`src/sv/lzfgd_pkg.sv`:
```
// ---------------------------------------------------------------------------
// lzfgd_pkg
// Shared types and constants of the flag-group LZ decompressor.
// ---------------------------------------------------------------------------
package lzfgd_pkg;

    // history store, depth is a power of two
    localparam int HIST_DEPTH = 4096;
    localparam int HIST_AW    = $clog2(HIST_DEPTH);

    localparam int DIST_W = 12;
    localparam int CNT_W  = 24;
    localparam int LEN_W  = 17;
    localparam int ITEM_W = 4;
    localparam int HDR_W  = 3;

    localparam logic [CNT_W-1:0]  COUNT_MAX   = 24'hFF_FFFF;
    localparam logic [HDR_W-1:0]  HDR_LAST    = 3'd7;
    localparam logic [ITEM_W-1:0] GROUP_ITEMS = 4'd8;

    // length codes with extension bytes
    localparam logic [3:0] LEN_EXT1 = 4'h0;
    localparam logic [3:0] LEN_EXT2 = 4'h1;

    // configuration port
    localparam int PADDR_W = 3;
    localparam int PDATA_W = 32;
    localparam logic [0:0] REG_INPUT_LIMIT = 1'b0;

    // result item layout
    localparam int OUT_DATA_W   = 16;
    localparam int OUT_BUSY_BIT = 8;
    localparam int OUT_FIN_BIT  = 9;
    localparam int OUT_MIS_BIT  = 10;

    typedef enum logic [0:0] {
        OP_DATA = 1'b0,
        OP_TICK = 1'b1
    } t_op;

    typedef enum logic [7:0] {
        PH_HEADER = 8'b0000_0001,
        PH_FLAG   = 8'b0000_0010,
        PH_ITEM   = 8'b0000_0100,
        PH_TOK1   = 8'b0000_1000,
        PH_TOK2   = 8'b0001_0000,
        PH_TOK3   = 8'b0010_0000,
        PH_COPY   = 8'b0100_0000,
        PH_DONE   = 8'b1000_0000
    } t_phase;

    // what the parser hands to the history stage for one item
    typedef struct packed {
        logic               emit;
        logic               from_hist;
        logic [7:0]         lit;
        logic [HIST_AW-1:0] waddr;
        logic [HIST_AW-1:0] raddr;
        logic               busy;
        logic               fin;
        logic               misuse;
    } t_step;

endpackage

```
`src/sv/lzfgd_ctrl.sv`:
```
// ---------------------------------------------------------------------------
// lzfgd_ctrl
// Stream parser: header skip, flag groups, match tokens and copy sequencing.
// ---------------------------------------------------------------------------
module lzfgd_ctrl (
    input  logic                          i_clk,
    input  logic                          i_rst_n,
    input  logic                          i_accept,
    input  lzfgd_pkg::t_op                i_opcode,
    input  logic [7:0]                    i_byte,
    input  logic [lzfgd_pkg::CNT_W-1:0]   i_limit,
    output lzfgd_pkg::t_step              o_step
);
    import lzfgd_pkg::*;

    t_phase              r_phase, n_phase;
    logic [HIST_AW-1:0]  r_wp, n_wp;
    logic [7:0]          r_flags, n_flags;
    logic [ITEM_W-1:0]   r_items, n_items;
    logic [HDR_W-1:0]    r_hdr, n_hdr;
    logic [7:0]          r_tok0, n_tok0;
    logic [7:0]          r_tok2, n_tok2;
    logic [LEN_W-1:0]    r_rem, n_rem;
    logic [DIST_W-1:0]   r_dist, n_dist;
    logic [CNT_W-1:0]    r_count, n_count;
    logic                r_done, n_done;

    logic                data_ok;
    logic                limit_hit;
    logic [DIST_W-1:0]   tok_dist;
    logic [LEN_W-1:0]    rem_dec;
    t_step               step;

    // a stream byte is taken only outside a copy and before the end
    assign data_ok = (i_opcode == OP_DATA) && (r_phase != PH_COPY) &&
                     (r_phase != PH_DONE) && !r_done;

    // saturating input count and the limit test at a group boundary
    assign n_count   = (i_accept && data_ok && (r_count != COUNT_MAX))
                       ? r_count + CNT_W'(1) : r_count;
    assign limit_hit = (n_count >= i_limit);

    assign tok_dist = {i_byte, r_tok0[7:4]};
    assign rem_dec  = (r_rem != '0) ? r_rem - LEN_W'(1) : r_rem;

    // next-state logic of the parser
    always_comb begin
        n_phase = r_phase;
        n_wp    = r_wp;
        n_flags = r_flags;
        n_items = r_items;
        n_hdr   = r_hdr;
        n_tok0  = r_tok0;
        n_tok2  = r_tok2;
        n_rem   = r_rem;
        n_dist  = r_dist;
        n_done  = r_done;

        step           = '0;
        step.lit       = i_byte;
        step.waddr     = r_wp;
        step.raddr     = r_wp - HIST_AW'(r_dist);

        if (i_accept) begin
            if (i_opcode == OP_TICK) begin
                // copy tick: one history byte per tick
                if (r_phase == PH_COPY) begin
                    step.emit      = 1'b1;
                    step.from_hist = 1'b1;
                    n_wp           = r_wp + HIST_AW'(1);
                    n_rem          = rem_dec;
                    if (rem_dec == '0) begin
                        if (r_items != '0) begin
                            n_phase = PH_ITEM;
                        end else if (limit_hit) begin
                            n_phase = PH_DONE;
                            n_done  = 1'b1;
                        end else begin
                            n_phase = PH_FLAG;
                        end
                    end
                end
            end else if (!data_ok) begin
                step.misuse = 1'b1;
            end else begin
                unique case (r_phase)
                    PH_HEADER: begin
                        if (r_hdr >= HDR_LAST) begin
                            if (limit_hit) begin
                                n_phase = PH_DONE;
                                n_done  = 1'b1;
                            end else begin
                                n_phase = PH_FLAG;
                            end
                        end else begin
                            n_hdr = r_hdr + HDR_W'(1);
                        end
                    end
                    PH_FLAG: begin
                        n_flags = 8'd0 - i_byte;
                        n_items = GROUP_ITEMS;
                        n_phase = PH_ITEM;
                    end
                    PH_ITEM: begin
                        n_flags = {r_flags[6:0], 1'b0};
                        n_items = (r_items != '0) ? r_items - ITEM_W'(1) : r_items;
                        if (r_flags[7]) begin
                            n_tok0  = i_byte;
                            n_phase = PH_TOK1;
                        end else begin
                            step.emit = 1'b1;
                            n_wp      = r_wp + HIST_AW'(1);
                            if (n_items != '0) begin
                                n_phase = PH_ITEM;
                            end else if (limit_hit) begin
                                n_phase = PH_DONE;
                                n_done  = 1'b1;
                            end else begin
                                n_phase = PH_FLAG;
                            end
                        end
                    end
                    PH_TOK1: begin
                        // zero distance is the end token
                        if (tok_dist == '0) begin
                            n_phase = PH_DONE;
                            n_done  = 1'b1;
                        end else begin
                            n_dist = tok_dist;
                            if (r_tok0[3:0] == LEN_EXT1 || r_tok0[3:0] == LEN_EXT2) begin
                                n_phase = PH_TOK2;
                            end else begin
                                n_rem   = LEN_W'(r_tok0[3:0]);
                                n_phase = PH_COPY;
                            end
                        end
                    end
                    PH_TOK2: begin
                        n_tok2 = i_byte;
                        if (r_tok0[3:0] == LEN_EXT1) begin
                            n_rem   = LEN_W'(i_byte) + LEN_W'(16);
                            n_phase = PH_COPY;
                        end else begin
                            n_phase = PH_TOK3;
                        end
                    end
                    PH_TOK3: begin
                        n_rem   = LEN_W'(r_tok2) + LEN_W'(17) + LEN_W'({i_byte, 8'hFF});
                        n_phase = PH_COPY;
                    end
                    default: begin
                    end
                endcase
            end
        end

        step.busy = (n_phase == PH_COPY);
        step.fin  = n_done;
    end

    assign o_step = step;

    // parser state
    always_ff @(posedge i_clk) begin
        if (!i_rst_n) begin
            r_phase <= PH_HEADER;
            r_wp    <= '0;
            r_flags <= '0;
            r_items <= '0;
            r_hdr   <= '0;
            r_tok0  <= '0;
            r_tok2  <= '0;
            r_rem   <= '0;
            r_dist  <= '0;
            r_count <= '0;
            r_done  <= 1'b0;
        end else begin
            r_phase <= n_phase;
            r_wp    <= n_wp;
            r_flags <= n_flags;
            r_items <= n_items;
            r_hdr   <= n_hdr;
            r_tok0  <= n_tok0;
            r_tok2  <= n_tok2;
            r_rem   <= n_rem;
            r_dist  <= n_dist;
            r_count <= n_count;
            r_done  <= n_done;
        end
    end

endmodule

```
`config.mk`:
```
export PLATFORM = sky130hd
export DESIGN_NAME = lzfgd_ctrl
export DESIGN_NICKNAME = d
export VERILOG_FILES = /design/src/sv/lzfgd_pkg.sv /design/src/sv/lzfgd_ctrl.sv
export SDC_FILE = /design/constraint.sdc
export NUM_CORES = 1
export LEC_CHECK = 0
export BUFFER_PORTS_ARGS = -buffer_cell sky130_fd_sc_hd__buf_4
export CAP_MARGIN = 20
export CORE_ASPECT_RATIO = 0.5
export CORE_MARGIN = 1
export CORE_UTILIZATION = 60
export CTS_CLUSTER_DIAMETER = 150
export DETAILED_ROUTE_END_ITERATION = 8
export GPL_TIMING_DRIVEN = 1
export PLACE_DENSITY = 0.92
export SLEW_MARGIN = 20
export SYNTH_ARGS = -nofsm -noshare
export SYNTH_HDL_FRONTEND = slang
export SYNTH_SLANG_ARGS = --single-unit
```
`constraint.sdc`:
```
create_clock -name i_clk -period 4.89 [get_ports i_clk]
set_input_delay 0.2445 -clock i_clk [delete_from_list [all_inputs] [get_ports i_clk]]
set_output_delay 0.2445 -clock i_clk [all_outputs]
set_load 0.1 [all_outputs]
```
==> results of run 1 <==
==> synth_stat cells (all sizes together), types with 30 or more instances <==
cell | count | area (um2)
dfxtp | 105 | 2100
nand3 | 38 | 190
nand2 | 91 | 342
xnor2 | 47 | 412
o21ai | 40 | 200
and2 | 47 | 294
nor2b | 39 | 244
nor2 | 58 | 218
a21oi | 43 | 215
inv | 59 | 221
ha | 47 | 588
clkbuf | 30 | 114
==> logic make-up after synthesis <==
family	count (synthesis)
simple gates	362
compound gates	205
buf+inv	109
flops	105
xor+xnor	65
fa+ha+maj	48
mux	13
==> flip-flops by register name, summed over array words and instances (netlist names) <==
name / flops
r_count: 24
r_dist: 12
r_done: 1
r_flags: 8
r_hdr: 3
r_items: 4
r_phase: 8
r_rem: 17
r_tok0: 8
r_tok2: 8
r_wp: 12
==> cell type report <==
| cell class | count | share of cell area [%] |
|---|---|---|
| sequential | 105 | 25.5 |
| clock buffer | 11 | 2.92 |
| multi-input combinational | 693 | 58.2 |
| clock inverter | 5 | 0.376 |
| inverter | 59 | 2.66 |
| timing repair buffer | 86 | 8.00 |
| tap | 159 | 2.39 |
==> repair_timing <==
item / in CTS / in global routing
hold buffers: 0 / 0
pin swaps: 1 / 10
endpoints found under the setup margin: 2 / 2
buffers inserted: 2 / 2
endpoints found under the hold margin: 0 / 0
gates resized for setup: 3 / 41
==> how the worst min path moves through the flow <==
stage	startpoint	endpoint	slack [ns]	cells past startpoint
floorplan	i_byte[0]	r_flags[0]$_SDFFE_PN0P_	0.40	2
global placement	r_dist[6]$_SDFFE_PN0P_	r_dist[6]$_SDFFE_PN0P_	0.45	2
detailed placement	r_dist[6]$_SDFFE_PN0P_	r_dist[6]$_SDFFE_PN0P_	0.46	2
CTS	i_byte[0]	r_flags[0]$_SDFFE_PN0P_	0.24	3
global route	i_byte[0]	r_flags[0]$_SDFFE_PN0P_	0.24	3
finish	i_byte[0]	r_flags[0]$_SDFFE_PN0P_	0.24	3
==> layout by cell type, fill, tap and decap left out, types with 5 or more instances in the layout <==
| master | netlist | final |
|---|---|---|
| nor2_1 | 58 | 56 |
| inv_1 | 59 | 59 |
| o211a_1 | 7 | 7 |
| xnor2_1 | 47 | 44 |
| and3_1 | 11 | 11 |
| and2_1 | 46 | 46 |
| or3_1 | 5 | 5 |
| nand3_1 | 38 | 37 |
| mux2i_1 | 12 | 12 |
| a21oi_1 | 43 | 42 |
| o21ai_0 | 40 | 38 |
| and4_1 | 5 | 5 |
| a21boi_0 | 20 | 20 |
| nor4_1 | 8 | 6 |
| nand2_1 | 91 | 90 |
| xor2_1 | 18 | 17 |
| o21a_1 | 5 | 5 |
| clkbuf_16 | 0 | 9 |
| nor3_1 | 14 | 11 |
| o22ai_1 | 9 | 9 |
| nand2b_1 | 5 | 5 |
| a211oi_1 | 6 | 5 |
| o31ai_1 | 7 | 7 |
| nand4_1 | 14 | 14 |
| a22oi_1 | 6 | 6 |
| o221ai_1 | 5 | 5 |
| nor2b_1 | 39 | 39 |
| a31oi_1 | 11 | 10 |
| buf_4 | 10 | 83 |
| dfxtp_1 | 105 | 99 |
| ha_1 | 47 | 46 |
==> per-stage QoR <==
stage,utilization (%),std cells,cell area (um2),TNS [ns],power (mW)
detailed placement,68.7,1098,7820,0,1.20
finish,73.1,1118,8320,0,1.88
global placement,68.7,1098,7820,0,1.19
global route,73.1,1118,8320,-0.0881,1.94
CTS,71.3,1116,8120,0,1.87
floorplan,-,907,7260,0,1.13
==> power breakdown <==
group	internal (mW)	switching (mW)	total, mW
logic	0.116	0.198	0.315
clock network	0.358	0.324	0.682
registers	0.863	0.0160	0.879
==> per-layer routing <==
metal	part of all wire [%]	track usage [%]
met5	0	0
met4	2.8	10.6
met3	6.7	5.05
met2	47	51.8
met1	44	39.2
==> worst max-delay path, stage by stage, from the launching register on <==
cell      delay (ns)
dfxtp_2         0.35
xor2_1          0.18
a311o_1         0.43
a41oi_4         0.23
buf_6           0.14
nand4_4         0.13
or2_4           0.29
nor3_2          0.19
xor2_1          0.32
ha_1            0.31
nand3_2         0.12
nor3_4          0.06
a221oi_2        0.22
o21ai_1         0.13
a31oi_2         0.16
buf_4           0.17
o31ai_2         0.09
a31oi_1         0.21
o2111a_1        0.28
buf_12          0.18
==> impl_metrics.ini, run 1 <==
[status]
status = completed

[floorplanning]
die_w_um = 158
die_y_um = 79.8
initial_core_util_pct = 63.8
core-area_um2 = 11400
die_area_um2 = 12600
fp-row-count = 27
ios = 73

[critical_path]
r2r_slack_ns = 0.75
path_class = flip-flop to output pin
crit_end = o_step[2]
reg2reg_from = r_phase[7]$_SDFF_PN0_
critPathArrivalTime_ns = 4.54
crit-reg2reg-capture = r_done$_SDFF_PN0_
cp.required_ns = 4.65
end_kind = output pin
path_max_fanout = 5
cp-start-kind = flip-flop
r2r_cells = 19
critical_path.startpoint = r_phase[7]$_SDFF_PN0_

[synthesis]
syn_avg_cell_area_um2 = 8.00
synthXorXnorAreaFrac_pct = 7.84
muxShareOfSynthArea_pct = 1.81
synth_compound_area_share_pct = 19.8
synthesis.area_um2 = 7260
async_flop_share_pct = 0
synth-simple-area-share_pct = 26.8
yosysSeqAreaShare_pct = 29.0
synthCells = 907
synth_seq_cells = 105
synth_fa_ha_area_share_pct = 8.38
synth_top_family_by_area = simple AND/OR/NAND/NOR gates
yosys_warnings = 0
synth.distinct_cells = 83
syn-num-nets = 991
synth_top_flop_cell = dfxtp_1
synth-edff-count = 0

[route]
firstDrtPassIters = 5
drc = 0
ant_nets = 0
drt-wirelength-per-cell_um = 17.3
vias = 6926
drt_iter0_markers = 672
routed_wl_um = 19300
viasPerCell = 6.19

[sta]
final.setup.worst_slack_ns = 0.101
worst_pin_slew_ns = 0.877
slew_headroom_pct = 41.6
hold_ws_ns = 0.241
min_period_over_period_pct = 97.9
final.min_clock_period_ns = 4.79
finalHoldViolations = 0
fin_skew_ns = 0.00423
final-max-slew-violation-count = 0
clock.fmax_mhz = 209
setup_violations = 0

[power_and_ir_drop]
leakagePower_nw = 3.57
powerDensity_nw_per_um2 = 225
peakVddDrop_mv = 0.156

[clock_network]
cts_made_buffers = 9
cts.path.max_buffers = 2
htreeDepth = 3
clk_latency_ns = 0.35
clkSlewWorstSetupHoldPaths_ns = 0.07
cts_tree = built
clock_sinks = 105
clockRootBuffer = clkbuf_16

[grt]
grt_pass1_vias = 6304
track_usage_pct = 30.5
grt_max_degree = 106
grt_pass1_wl_um = 30100
antenna_found_initial = 0
grt_overflow = 0

[layout]
nFillCells = 825
multi_input_area_um2 = 4840
final-seq-area_um2 = 2120
area_growth_syn_to_layout_pct = 14.6
diodes = 0
drive_above_1_share_pct = 15.7
nets = 1038

[placed_design]
io_buffers = 72
hpwlAfterDp_um = 13800
place_ws_ns = 0.116
gp_congestion = 0.963

[min_path]
hold_class = input pin to flip-flop

[run]
max_cap_violations = 0
Power figures use the tool's default switching activity.
==> run 2: changes to the inputs <==
- CORE_UTILIZATION: 60 -> 55
- PLACE_DENSITY: 0.92 -> 0.86
==> run 2 against run 1 <==
Global-route usage down 1.7 points. Cell count increased by 1.2%. Worst setup slack improved by 0.014 ns. Clock power up 20%. Critical path type unchanged. Largest cell class unchanged. Largest power group unchanged.
==> impl_metrics.ini, run 2 (synthesized netlist as in run 1, its figures left out) <==
[route]
vias = 6865
routed_wl_um = 19500
drt-wirelength-per-cell_um = 17.3
drc = 0
drt_iter0_markers = 748
ant_nets = 0
firstDrtPassIters = 5
viasPerCell = 6.07

[critical_path]
cp.required_ns = 4.65
path_class = flip-flop to output pin
critPathArrivalTime_ns = 4.53
end_kind = output pin
path_max_fanout = 6
cp-start-kind = flip-flop

[clock_network]
clock_sinks = 105
cts.path.max_buffers = 2
postCtsHoldBufs = 0
cts_tree = built
htreeDepth = 3
cts_made_buffers = 9
clk_latency_ns = 0.36
clkSlewWorstSetupHoldPaths_ns = 0.08
clockRootBuffer = clkbuf_16

[floorplanning]
fp-row-count = 29
die_y_um = 83.2
ios = 73
core-area_um2 = 12800
die_w_um = 164
die_area_um2 = 13700
initial_core_util_pct = 56.8

[layout]
largestRegisters = r_count x24, r_rem x17
area_growth_syn_to_layout_pct = 15.0
final_cell_mix = 101 x dfxtp_1, 90 x nand2_1, 86 x buf_4
drive_above_1_share_pct = 15.3
final_common_cell = dfxtp_1
nets = 1040
diodes = 0
nFillCells = 1031
final-seq-area_um2 = 2110
largest_reg_flops = 24
final_area_um2 = 8350
multi_input_area_um2 = 4790
fin_util_pct = 65.4
registers.top_by_ff_count = r_count
finalNonFillerCells = 1131

[sta]
final.min_clock_period_ns = 4.78
worst_pin_slew_ns = 1.02
clock.fmax_mhz = 209
finalHoldViolations = 0
setup_violations = 0
min_period_over_period_pct = 97.7
slew_headroom_pct = 31.3
fin_skew_ns = 0.0110
final-max-slew-violation-count = 0
fin_tns_setup_ns = 0

[placed_design]
hpwlAfterDp_um = 13800
placed_area_um2 = 7850
io_buffers = 72
place_inst = 1110
gp_congestion = 0.989

[grt]
grt_pass1_vias = 6610
track_usage_pct = 28.7
grt_pass1_wl_um = 31500
grt_overflow = 0
antenna_found_initial = 0
grt_max_degree = 106

[run]
max_cap_violations = 0

[power_and_ir_drop]
power.total_mw = 2.01
powerDensity_nw_per_um2 = 241
peakVddDrop_mv = 0.173
leakagePower_nw = 3.59

[status]
status = completed

[min_path]
hold_class = input pin to flip-flop
## run 2: routing by layer
metal / part of all wire (%) / up-vias / wire [um] / GRT usage, %
met5: 0 / - / 0 / 0
met4: 2.7 / 0 / 528 / 9.51
met3: 7.0 / 54 / 1370 / 5.39
met2: 47 / 270 / 9190 / 47.6
met1: 43 / 3240 / 8450 / 37.5
li1: - / 3301 / - / -
## run 2: path summary, 6_finish.rpt
check | startpoint | endpoint | slack, ns | cells after the start
worst max-delay path | r_phase[4]$_SDFF_PN0_ | o_step[2] | 0.11 | 19
worst min-delay path | i_byte[0] | r_flags[0]$_SDFFE_PN0P_ | 0.22 | 3
worst max register to register | r_phase[4]$_SDFF_PN0_ | r_done$_SDFF_PN0_ | 0.87 | 18
worst min register to register | r_dist[7]$_SDFFE_PN0P_ | r_dist[7]$_SDFFE_PN0P_ | 0.47 | 2
## run 2: critical path: stages, from the launching register on
cell and delay, ns:
dfxtp_1 0.33, nor2_1 0.05, buf_4 0.14, a311o_1 0.43
a41oi_4 0.25, nand4_4 0.15, nor2_4 0.13, and2_1 0.15
xor2_1 0.23, ha_1 0.31, a211oi_2 0.22, o21ai_1 0.14
a2111oi_2 0.23, o31ai_1 0.13, a31oi_1 0.30, buf_4 0.21
nor2_1 0.05, nor3_1 0.25, o2111a_1 0.27, buf_12 0.19
## run 2: cell type report
type / instances / area share [%]
clock buffer: 10 / 2.86
clock inverter: 6 / 1.14
inverter: 59 / 2.65
multi-input combinational: 693 / 57.4
sequential: 105 / 25.3
tap: 170 / 2.55
timing repair buffer: 88 / 8.11
## run 2: report_power, final
part	internal, mW	total, mW	switching (mW)
registers	0.862	0.878	0.0155
logic	0.115	0.315	0.200
clock network	0.471	0.815	0.345
total	1.45	2.01	0.560
## run 2: what timing repair did
| item | in CTS | in global routing |
|---|---|---|
| gates resized for setup | 7 | 27 |
| setup buffers | 0 | 5 |
| endpoints found under the setup margin | 1 | 2 |
| pin swaps | 1 | 11 |
## run 2: per-stage QoR
step,hold slack [ns],worst slack (ns)
floorplan,0.403,0.241
global route,0.237,-0.104
detailed placement,0.461,0.200
global placement,0.453,0.390
finish,0.223,0.114
CTS,0.220,0.00457
==> run 3: changes to the inputs <==
- RECOVER_POWER: not set -> 100
==> run 3 against run 2 <==
Cell count did not move. Sequential share of layout area rose by 0.24 points. Clock power hardly changed. Total power decreased by 0.16%. Sequential power about the same.
==> impl_metrics.ini, run 3 (synthesized netlist as in run 1, its figures left out) <==
[critical_path]
path_class = flip-flop to output pin
path_max_fanout = 6
r2r_slack_ns = 0.86
cp.required_ns = 4.65
cp-start-kind = flip-flop
critPathArrivalTime_ns = 4.54
end_kind = output pin

[status]
status = completed

[clock_network]
clock_sinks = 105
clkSlewWorstSetupHoldPaths_ns = 0.07
postCtsHoldBufs = 0
clk_latency_ns = 0.36
cts_made_buffers = 9
htreeDepth = 3
cts_tree = built
cts.path.max_buffers = 2
clockRootBuffer = clkbuf_16

[layout]
registers.top_by_ff_count = r_count
final_common_cell = dfxtp_1
nets = 1040
final-seq-area_um2 = 2110
final_cell_mix = 101 x dfxtp_1, 90 x nand2_1, 65 x buf_4
largest_reg_flops = 24
diodes = 0
multi_input_area_um2 = 4790
area_growth_syn_to_layout_pct = 13.9
fin_util_pct = 64.7
largestRegisters = r_count x24, r_rem x17
nFillCells = 1056
drive_above_1_share_pct = 13.1

[sta]
final.min_clock_period_ns = 4.79
finalHoldViolations = 0
fin_tns_setup_ns = 0
min_period_over_period_pct = 97.9
clock.fmax_mhz = 209
fin_skew_ns = 0.00966
setup_violations = 0
slew_headroom_pct = 20.2
worst_pin_slew_ns = 1.20
final-max-slew-violation-count = 0

[route]
drt-wirelength-per-cell_um = 17.3
firstDrtPassIters = 5
vias = 6823
drc = 0
viasPerCell = 6.03
drt_iter0_markers = 674
routed_wl_um = 19600
ant_nets = 0

[min_path]
hold_class = input pin to flip-flop

[grt]
track_usage_pct = 28.7
grt_pass1_vias = 6610
grt_max_degree = 106
grt_overflow = 0
grt_pass1_wl_um = 31500
antenna_found_initial = 0

[floorplanning]
die_y_um = 83.2
die_w_um = 164
initial_core_util_pct = 56.8
core-area_um2 = 12800
die_area_um2 = 13700
fp-row-count = 29
ios = 73

[power_and_ir_drop]
leakagePower_nw = 3.50
peakVddDrop_mv = 0.173
power.total_mw = 2.00
powerDensity_nw_per_um2 = 242

[placed_design]
io_buffers = 72
hpwlAfterDp_um = 13800
gp_congestion = 0.989

[run]
max_cap_violations = 0
-- run 3: cell count changes in the layout (fill, tap and decap cells not counted), sizes merged --
| cell | previous run | this run |
|---|---|---|
| buf | 88 | 67 |
| clkbuf | 10 | 31 |
-- run 3: cell type report --
cell class                      count  area share, %
Sequential cell                   105           25.6
Tap cell                          170           2.57
Clock buffer                       10           2.89
Multi-Input combinational cell    693           57.9
Inverter                           59           2.68
Timing Repair Buffer               88           7.23
Clock inverter                      6           1.15
-- run 3: worst paths after layout --
path | to | from | depth (start not counted)
setup / recovery | o_step[2] | r_phase[4]$_SDFF_PN0_ | 19
hold / removal | r_flags[0]$_SDFFE_PN0P_ | i_byte[0] | 3
setup reg to reg | r_done$_SDFF_PN0_ | r_phase[4]$_SDFF_PN0_ | 18
hold reg to reg | r_dist[7]$_SDFFE_PN0P_ | r_dist[7]$_SDFFE_PN0P_ | 2
-- run 3: worst max-delay path, stage by stage (launching register included) --
cell	delay, ns
dfxtp_1	0.33
nor2_1	0.05
buf_4	0.15
a311o_1	0.43
a41oi_4	0.25
nand4_4	0.15
nor2_4	0.13
and2_1	0.15
xor2_1	0.23
ha_1	0.31
a211oi_2	0.23
o21ai_1	0.15
a2111oi_2	0.23
o31ai_1	0.13
a31oi_1	0.30
buf_4	0.20
nor2_1	0.05
nor3_1	0.25
o2111a_1	0.27
buf_12	0.19
-- run 3: metrics by stage --
step / setup slack (ns) / cell area, um2 / hold WS, ns / instances
2_1_floorplan: 0.241 / 7260 / 0.403 / 907
3_3_place_gp: 0.390 / 7850 / 0.453 / 1110
3_5_place_dp: 0.200 / 7850 / 0.461 / 1110
4_1_cts: 0.00457 / 8190 / 0.220 / 1126
5_1_grt: -0.104 / 8270 / 0.236 / 1131
6_report: 0.102 / 8270 / 0.224 / 1131
-- run 3: timing repair --
action | 4_1_cts | 5_1_grt
buffers inserted | 0 | 5
hold endpoints to repair | 0 | 0
resized for setup | 7 | 27
pin swaps | 1 | 11
cloned | 0 | 0
endpoints found under the setup margin | 1 | 2
-- run 3: per-layer routing --
layer	wire, um	track usage (%)	up-vias	share of wire (%)
met5	0	0	-	0
li1	-	-	3300	-
met4	486	9.51	0	2.5
met1	8400	37.5	3217	43
met3	1460	5.39	42	7.5
met2	9210	47.6	264	47
-- run 3: power by group --
part / total, mW / internal (mW) / switching [mW]
registers: 0.878 / 0.862 / 0.0156
clock network: 0.816 / 0.471 / 0.345
logic: 0.311 / 0.112 / 0.200
total: 2.00 / 1.44 / 0.560
